`src/design/utf8d_pkg.sv`:
```
`timescale 1ns / 1ps
// Types and constants shared by the UTF-8 decoder, its channel interfaces and its checker.
// No dependencies.
package utf8d_pkg;

  typedef logic [7:0]  text_byte_t;
  typedef logic [20:0] code_point_t;
  typedef logic [2:0]  seq_len_t;
  typedef logic [1:0]  remain_t;

  // Lead byte classes: a byte matches when (byte & MASK) == CODE
  localparam text_byte_t ASCII_MASK = 8'h80;
  localparam text_byte_t ASCII_CODE = 8'h00;
  localparam text_byte_t CONT_MASK  = 8'hC0;
  localparam text_byte_t CONT_CODE  = 8'h80;
  localparam text_byte_t LEAD2_MASK = 8'hE0;
  localparam text_byte_t LEAD2_CODE = 8'hC0;
  localparam text_byte_t LEAD3_MASK = 8'hF0;
  localparam text_byte_t LEAD3_CODE = 8'hE0;
  localparam text_byte_t LEAD4_MASK = 8'hF8;
  localparam text_byte_t LEAD4_CODE = 8'hF0;

  // Payload bits kept from each byte kind
  localparam text_byte_t LEAD2_BITS = 8'h1F;
  localparam text_byte_t LEAD3_BITS = 8'h0F;
  localparam text_byte_t LEAD4_BITS = 8'h07;
  localparam text_byte_t CONT_BITS  = 8'h3F;

  localparam text_byte_t TERMINATOR = 8'h00;

  localparam seq_len_t LEN1 = 3'd1;
  localparam seq_len_t LEN2 = 3'd2;
  localparam seq_len_t LEN3 = 3'd3;
  localparam seq_len_t LEN4 = 3'd4;

  // Largest code point each length can carry
  localparam code_point_t MAX_LEN1 = 21'h00007F;
  localparam code_point_t MAX_LEN2 = 21'h0007FF;
  localparam code_point_t MAX_LEN3 = 21'h00FFFF;

endpackage

```
`src/design/utf8d_byte_if.sv`:
```
`timescale 1ns / 1ps
// Byte channel into the UTF-8 decoder: valid/ready handshake with one text byte.
// Depends on utf8d_pkg.
interface utf8d_byte_if import utf8d_pkg::*; ();
  logic       valid;
  logic       ready;
  text_byte_t text_byte;

  modport source (output valid, output text_byte, input ready);
  modport sink   (input valid, input text_byte, output ready);
endinterface

```
`src/design/utf8d_cp_if.sv`:
```
`timescale 1ns / 1ps
// Code point channel out of the UTF-8 decoder: valid/ready handshake with value and length.
// Depends on utf8d_pkg.
interface utf8d_cp_if import utf8d_pkg::*; ();
  logic        valid;
  logic        ready;
  code_point_t code_point;
  seq_len_t    sequence_length;

  modport source (output valid, output code_point, output sequence_length, input ready);
  modport sink   (input valid, input code_point, input sequence_length, output ready);
endinterface

```
`src/design/utf8_codepoint_decoder.sv`:
```
`timescale 1ns / 1ps
// Lenient UTF-8 decoder: one byte word in per cycle, one code point word out per sequence.
// A result is valid in the cycle after the word holding its last byte is accepted.
// Throughput: one byte per cycle; the output register reloads in the cycle the sink takes
// its word, and the input stalls only when that register holds a result the sink has not taken.
// Reset (synchronous, rst high) returns the decoder to idle and empties the output register.
// Depends on utf8d_pkg, utf8d_byte_if and utf8d_cp_if.
module utf8_codepoint_decoder import utf8d_pkg::*; (
  input  logic          clk,
  input  logic          rst,
  utf8d_byte_if.sink    text,
  utf8d_cp_if.source    decoded
);

  // Sequence state
  remain_t     remain, remain_next;
  code_point_t partial, partial_next;
  seq_len_t    seq_size, seq_size_next;

  // Output register
  logic        out_valid;
  code_point_t out_cp;
  seq_len_t    out_len;

  logic        accept;
  logic        emit;
  code_point_t emit_cp;
  seq_len_t    emit_len;
  text_byte_t  b;
  code_point_t shifted;

  assign text.ready = !out_valid || decoded.ready;
  assign accept     = text.valid && text.ready;
  assign b          = text.text_byte;
  assign shifted    = {partial[14:0], b[5:0]};

  always_comb begin
    remain_next   = remain;
    partial_next  = partial;
    seq_size_next = seq_size;
    emit          = 1'b0;
    emit_cp       = shifted;
    emit_len      = seq_size;
    priority if (b == TERMINATOR) begin
      // drop any unfinished sequence
      remain_next = '0;
    end else if (remain != '0) begin
      partial_next = shifted;
      remain_next  = remain - 2'd1;
      if (remain == 2'd1) begin
        emit = 1'b1;
      end
    end else if ((b & ASCII_MASK) == ASCII_CODE) begin
      emit     = 1'b1;
      emit_cp  = {13'd0, b};
      emit_len = LEN1;
    end else if ((b & CONT_MASK) == CONT_CODE) begin
      // skip stray continuation
    end else if ((b & LEAD2_MASK) == LEAD2_CODE) begin
      partial_next  = {13'd0, b & LEAD2_BITS};
      seq_size_next = LEN2;
      remain_next   = 2'd1;
    end else if ((b & LEAD3_MASK) == LEAD3_CODE) begin
      partial_next  = {13'd0, b & LEAD3_BITS};
      seq_size_next = LEN3;
      remain_next   = 2'd2;
    end else if ((b & LEAD4_MASK) == LEAD4_CODE) begin
      partial_next  = {13'd0, b & LEAD4_BITS};
      seq_size_next = LEN4;
      remain_next   = 2'd3;
    end else begin
      // skip invalid lead byte
    end
  end

  always_ff @(posedge clk) begin
    if (rst) begin
      remain <= '0;
    end else if (accept) begin
      remain <= remain_next;
    end
  end

  always_ff @(posedge clk) begin
    if (accept) begin
      partial  <= partial_next;
      seq_size <= seq_size_next;
    end
  end

  always_ff @(posedge clk) begin
    if (rst) begin
      out_valid <= 1'b0;
    end else if (accept && emit) begin
      out_valid <= 1'b1;
    end else if (decoded.ready) begin
      out_valid <= 1'b0;
    end
  end

  always_ff @(posedge clk) begin
    if (accept && emit) begin
      out_cp  <= emit_cp;
      out_len <= emit_len;
    end
  end

  assign decoded.valid           = out_valid;
  assign decoded.code_point      = out_cp;
  assign decoded.sequence_length = out_len;

endmodule

```
`src/flat_wrapper.sv`:
```
// flat-port wrapper written by rule: the top's interface ports become plain ports
module utf8_codepoint_decoder_flat import utf8d_pkg::*;
  (clk, rst, text_valid, text_text_byte, text_ready, decoded_valid, decoded_code_point, decoded_sequence_length, decoded_ready);
  utf8d_byte_if text_i ();
  utf8d_cp_if decoded_i ();
  input  logic clk;
  input  logic rst;
  input wire logic [$bits(text_i.valid)-1:0] text_valid;
  input wire logic [$bits(text_i.text_byte)-1:0] text_text_byte;
  output wire logic [$bits(text_i.ready)-1:0] text_ready;
  output wire logic [$bits(decoded_i.valid)-1:0] decoded_valid;
  output wire logic [$bits(decoded_i.code_point)-1:0] decoded_code_point;
  output wire logic [$bits(decoded_i.sequence_length)-1:0] decoded_sequence_length;
  input wire logic [$bits(decoded_i.ready)-1:0] decoded_ready;
  assign text_i.valid = text_valid;
  assign text_i.text_byte = text_text_byte;
  assign text_ready = text_i.ready;
  assign decoded_valid = decoded_i.valid;
  assign decoded_code_point = decoded_i.code_point;
  assign decoded_sequence_length = decoded_i.sequence_length;
  assign decoded_i.ready = decoded_ready;
  utf8_codepoint_decoder u_core (.clk(clk), .rst(rst), .text(text_i), .decoded(decoded_i));
endmodule
```
`config.mk`:
```
export PLATFORM = sky130hd
export DESIGN_NAME = utf8_codepoint_decoder_flat
export DESIGN_NICKNAME = d
export VERILOG_FILES = /design/src/design/utf8d_pkg.sv /design/src/design/utf8d_byte_if.sv /design/src/design/utf8d_cp_if.sv /design/src/design/utf8_codepoint_decoder.sv /design/src/flat_wrapper.sv
export SDC_FILE = /design/constraint.sdc
export NUM_CORES = 1
export LEC_CHECK = 0
export BUFFER_PORTS_ARGS = -buffer_cell sky130_fd_sc_hd__buf_2
export CAP_MARGIN = 15
export CORE_MARGIN = 1.5
export CORE_UTILIZATION = 40
export DETAILED_ROUTE_END_ITERATION = 8
export SLEW_MARGIN = 20
export SYNTH_ARGS = -nofsm -noshare
export SYNTH_HDL_FRONTEND = slang
export SYNTH_SLANG_ARGS = --single-unit
```
`constraint.sdc`:
```
create_clock -name clk -period 3.9 [get_ports clk]
set_input_delay 0.975 -clock clk [delete_from_list [all_inputs] [get_ports clk]]
set_output_delay 0.975 -clock clk [all_outputs]
set_load 0.02 [all_outputs]
```
==> results.json <==
{
  "layout.nets": 160,
  "clk_sink_count": 45,
  "max_slew.worst_pin.slew_ns": 0.899,
  "detailroute.via_count": 961,
  "area_growth_syn_to_layout_pct": 18.5,
  "status": "completed",
  "postSynthCellCount": 105,
  "wirelength_mm": 2.57,
  "synth.avg_cell_area_um2": 16.6,
  "antenna_found_initial": 0,
  "flip_flop_and_latch_count_after_synthesis": 45,
  "global_route.usage.total_pct": 12.5,
  "timing.final.ws_setup_ns": 1.40,
  "antenna_cells_inserted": 0,
  "cts_resized": 0,
  "routed_via_density": 4.85,
  "cts_setup_buffers": 0,
  "first_global_vias": 938,
  "drive_gt1_share_pct": 34.5,
  "power.ir.vdd_worst_uv": 250,
  "netlist.top_cell.by_area": "sky130_fd_sc_hd__edfxtp_1",
  "drt_drc_violations_left": 0,
  "worstSetupPathType": "in2reg",
  "mostFrequentLayoutCell": "sky130_fd_sc_hd__edfxtp_1",
  "worst_skew_pair.late_latency_ns": 0.29,
  "seq_area_frac_synth_pct": 76.0,
  "tritoncts_clock_tree": "done",
  "die_w_um": 68.9,
  "place_hpwl_mm": 1.71,
  "yosysWarningCount": 0,
  "maximum_number_of_pins_on_one_net_before_global_route_repair": 19,
  "required_ns": 3.88,
  "rrSetupSlack_ns": 1.87,
  "finalHoldViolations": 0,
  "worst_setup_hold_path_clk_slew_ns": 0.07,
  "setup_violations": 0,
  "route.detailed.wl_per_inst_um": 13.0,
  "rows": 23,
  "final_period_minus_worst_setup_slack_ns": 2.50,
  "post_synth_edffs": 42,
  "synth.distinct_cells": 29,
  "core_region_area_mm2": 0.00409,
  "hold-worst-slack_ns": 0.513,
  "r2r.worst_path.cells": 4,
  "async_sr_flop_fraction_pct": 0,
  "pin_count": 38,
  "max-slew-margin-rel_pct": 39.6,
  "fin_util_pct": 50.4,
  "crit_path_start": "decoded_ready",
  "yosys_most_used_dff": "sky130_fd_sc_hd__edfxtp_1",
  "grt_pass1_wl_mm": 4.15,
  "holdCritPathClass": "reg2reg",
  "syn_area_mm2": 0.00174,
  "rr_startpoint": "u_core.decoded.valid$_SDFFE_PP0P_",
  "grt_setup_unrepaired": "false",
  "buffer_ports.inserted": 37,
  "detailedRoute.firstPassIterationCount": 3,
  "fillerInstances": 383,
  "number_of_drc_violations_after_detailed_routing_iteration_0": 51,
  "final.setup.tns_ns": 0,
  "fin_skew_ns": 0.00664,
  "pre_cts_slack_ns": 1.09,
  "hold_path_startpoint": "u_core.seq_size[0]$_SDFFCE_PP0P_",
  "clock_path_buffers": 2,
  "power_leakage_uw": 0.000753,
  "max_frequency_mhz": 399,
  "power_density_mw_per_mm2": 465,
  "dieHeight_um": 68.9,
  "numCtsBuffers": 5,
  "cts_root_buffer": "sky130_fd_sc_hd__clkbuf_8",
  "grt-ovfl-total": 0,
  "globalplace.congestion": 0.821,
  "finalMaxSlewViolations": 0,
  "die-area_mm2": 0.00475,
  "maxCapViolations": 0,
  "rr_endpoint": "u_core.decoded.code_point[18]$_DFFE_PP_",
  "timing.final.crit_share_pct": 64.2,
  "postRouteAntennaNets": 0,
  "postSynthNetCount": 117,
  "synthTopCellsByArea": "sky130_fd_sc_hd__edfxtp_1 73%, sky130_fd_sc_hd__nor2b_1 9.0%, sky130_fd_sc_hd__dfxtp_1 3.5%",
  "critical_path_arrival_ns": 2.49,
  "htree_num_levels": 2,
  "worst_hold_path_cells": 1,
  "min_delay_worst_endpoint": "u_core.decoded.sequence_length[0]$_DFFE_PP_",
  "crit_path_max_fanout": 15,
  "hold_buffers": 0,
  "floorplan.initialDensity_pct": 42.5,
  "critPathLaunchType": "input pin",
  "yosysTopAreaCellShare_pct": 72.6,
  "setup.worst_path.end_class": "flop",
  "layout.cells.most_common_list": "42 x sky130_fd_sc_hd__edfxtp_1, 37 x sky130_fd_sc_hd__buf_2, 25 x sky130_fd_sc_hd__nor2b_1"
}
## registers in the layout, indices dropped and copies added, names as in the netlist
name,cells
u_core.decoded.code_point,21
u_core.partial,15
u_core.decoded.sequence_length,3
u_core.seq_size,3
u_core.remain,2
u_core.decoded.valid,1
## critical path, stage by stage
cell and delay, ns:
sky130_fd_sc_hd__buf_2 0.07, sky130_fd_sc_hd__nand2b_1 0.21, sky130_fd_sc_hd__o211ai_2 0.18, sky130_fd_sc_hd__nor3_2 0.69, sky130_fd_sc_hd__buf_4 0.36
## synthesized netlist by cell type (all sizes together) (2+ instances only)
cell    number
edfxtp      42
and2b        2
a32o         2
o21ai        2
dfxtp        3
inv          3
nor2b       25
nor4         2
nor2         4
or4          2
nand2        2
## metal layers
metal,global-route usage (%),wire length (um),vias up
li1,-,-,471
met1,14.5,1090,452
met2,19.4,1260,30
met3,3.90,159,8
met4,9.07,62,0
met5,0,0,-
## where the power goes
group          switching, uW  internal (uW)
Sequential              10.6            571
Clock                    139            121
Combinational           76.9           40.5
Total                    226            732
## how the worst max path moves through the flow
| stage | to |
|---|---|
| 2_1_floorplan | u_core.decoded.code_point[0]$_DFFE_PP_ |
| 5_1_grt | u_core.decoded.code_point[14]$_DFFE_PP_ |
| 4_1_cts | u_core.decoded.code_point[18]$_DFFE_PP_ |
| 3_3_place_gp | u_core.decoded.sequence_length[0]$_DFFE_PP_ |
| 3_5_place_dp | u_core.decoded.code_point[10]$_DFFE_PP_ |
| 6_report | u_core.decoded.code_point[18]$_DFFE_PP_ |
## area by class of cell
cell class | count | area (um2) | share of cell area, %
clock buffer | 6 | 72.6 | 3.52
clock inverter | 1 | 3.75 | 0.182
inverter | 3 | 11.3 | 0.547
multi-input combinational | 55 | 395 | 19.2
sequential | 45 | 1320 | 64.2
tap | 50 | 62.6 | 3.04
timing repair buffer | 38 | 193 | 9.36
## stage by stage
step / power (uW) / cells / cell area [um2]
2_1_floorplan: 673 / 105 / 1740
3_3_place_gp: 711 / 191 / 1980
3_5_place_dp: 713 / 191 / 1980
4_1_cts: 972 / 198 / 2060
5_1_grt: 1000 / 198 / 2060
6_report: 959 / 198 / 2060
## kinds of logic (layout without fill, tap and decap cells)
group | Yosys count | count (layout) | synth area share, %
flip-flops | 45 | 45 | 76.0
buffers and inverters | 5 | 48 | 1.51
multiplexers | 1 | 1 | 0.648
AO/OA/AOI/OAI | 11 | 11 | 5.26
AND/OR/NAND/NOR | 43 | 43 | 16.6
No activity file was read; power rests on OpenSTA's default activity.
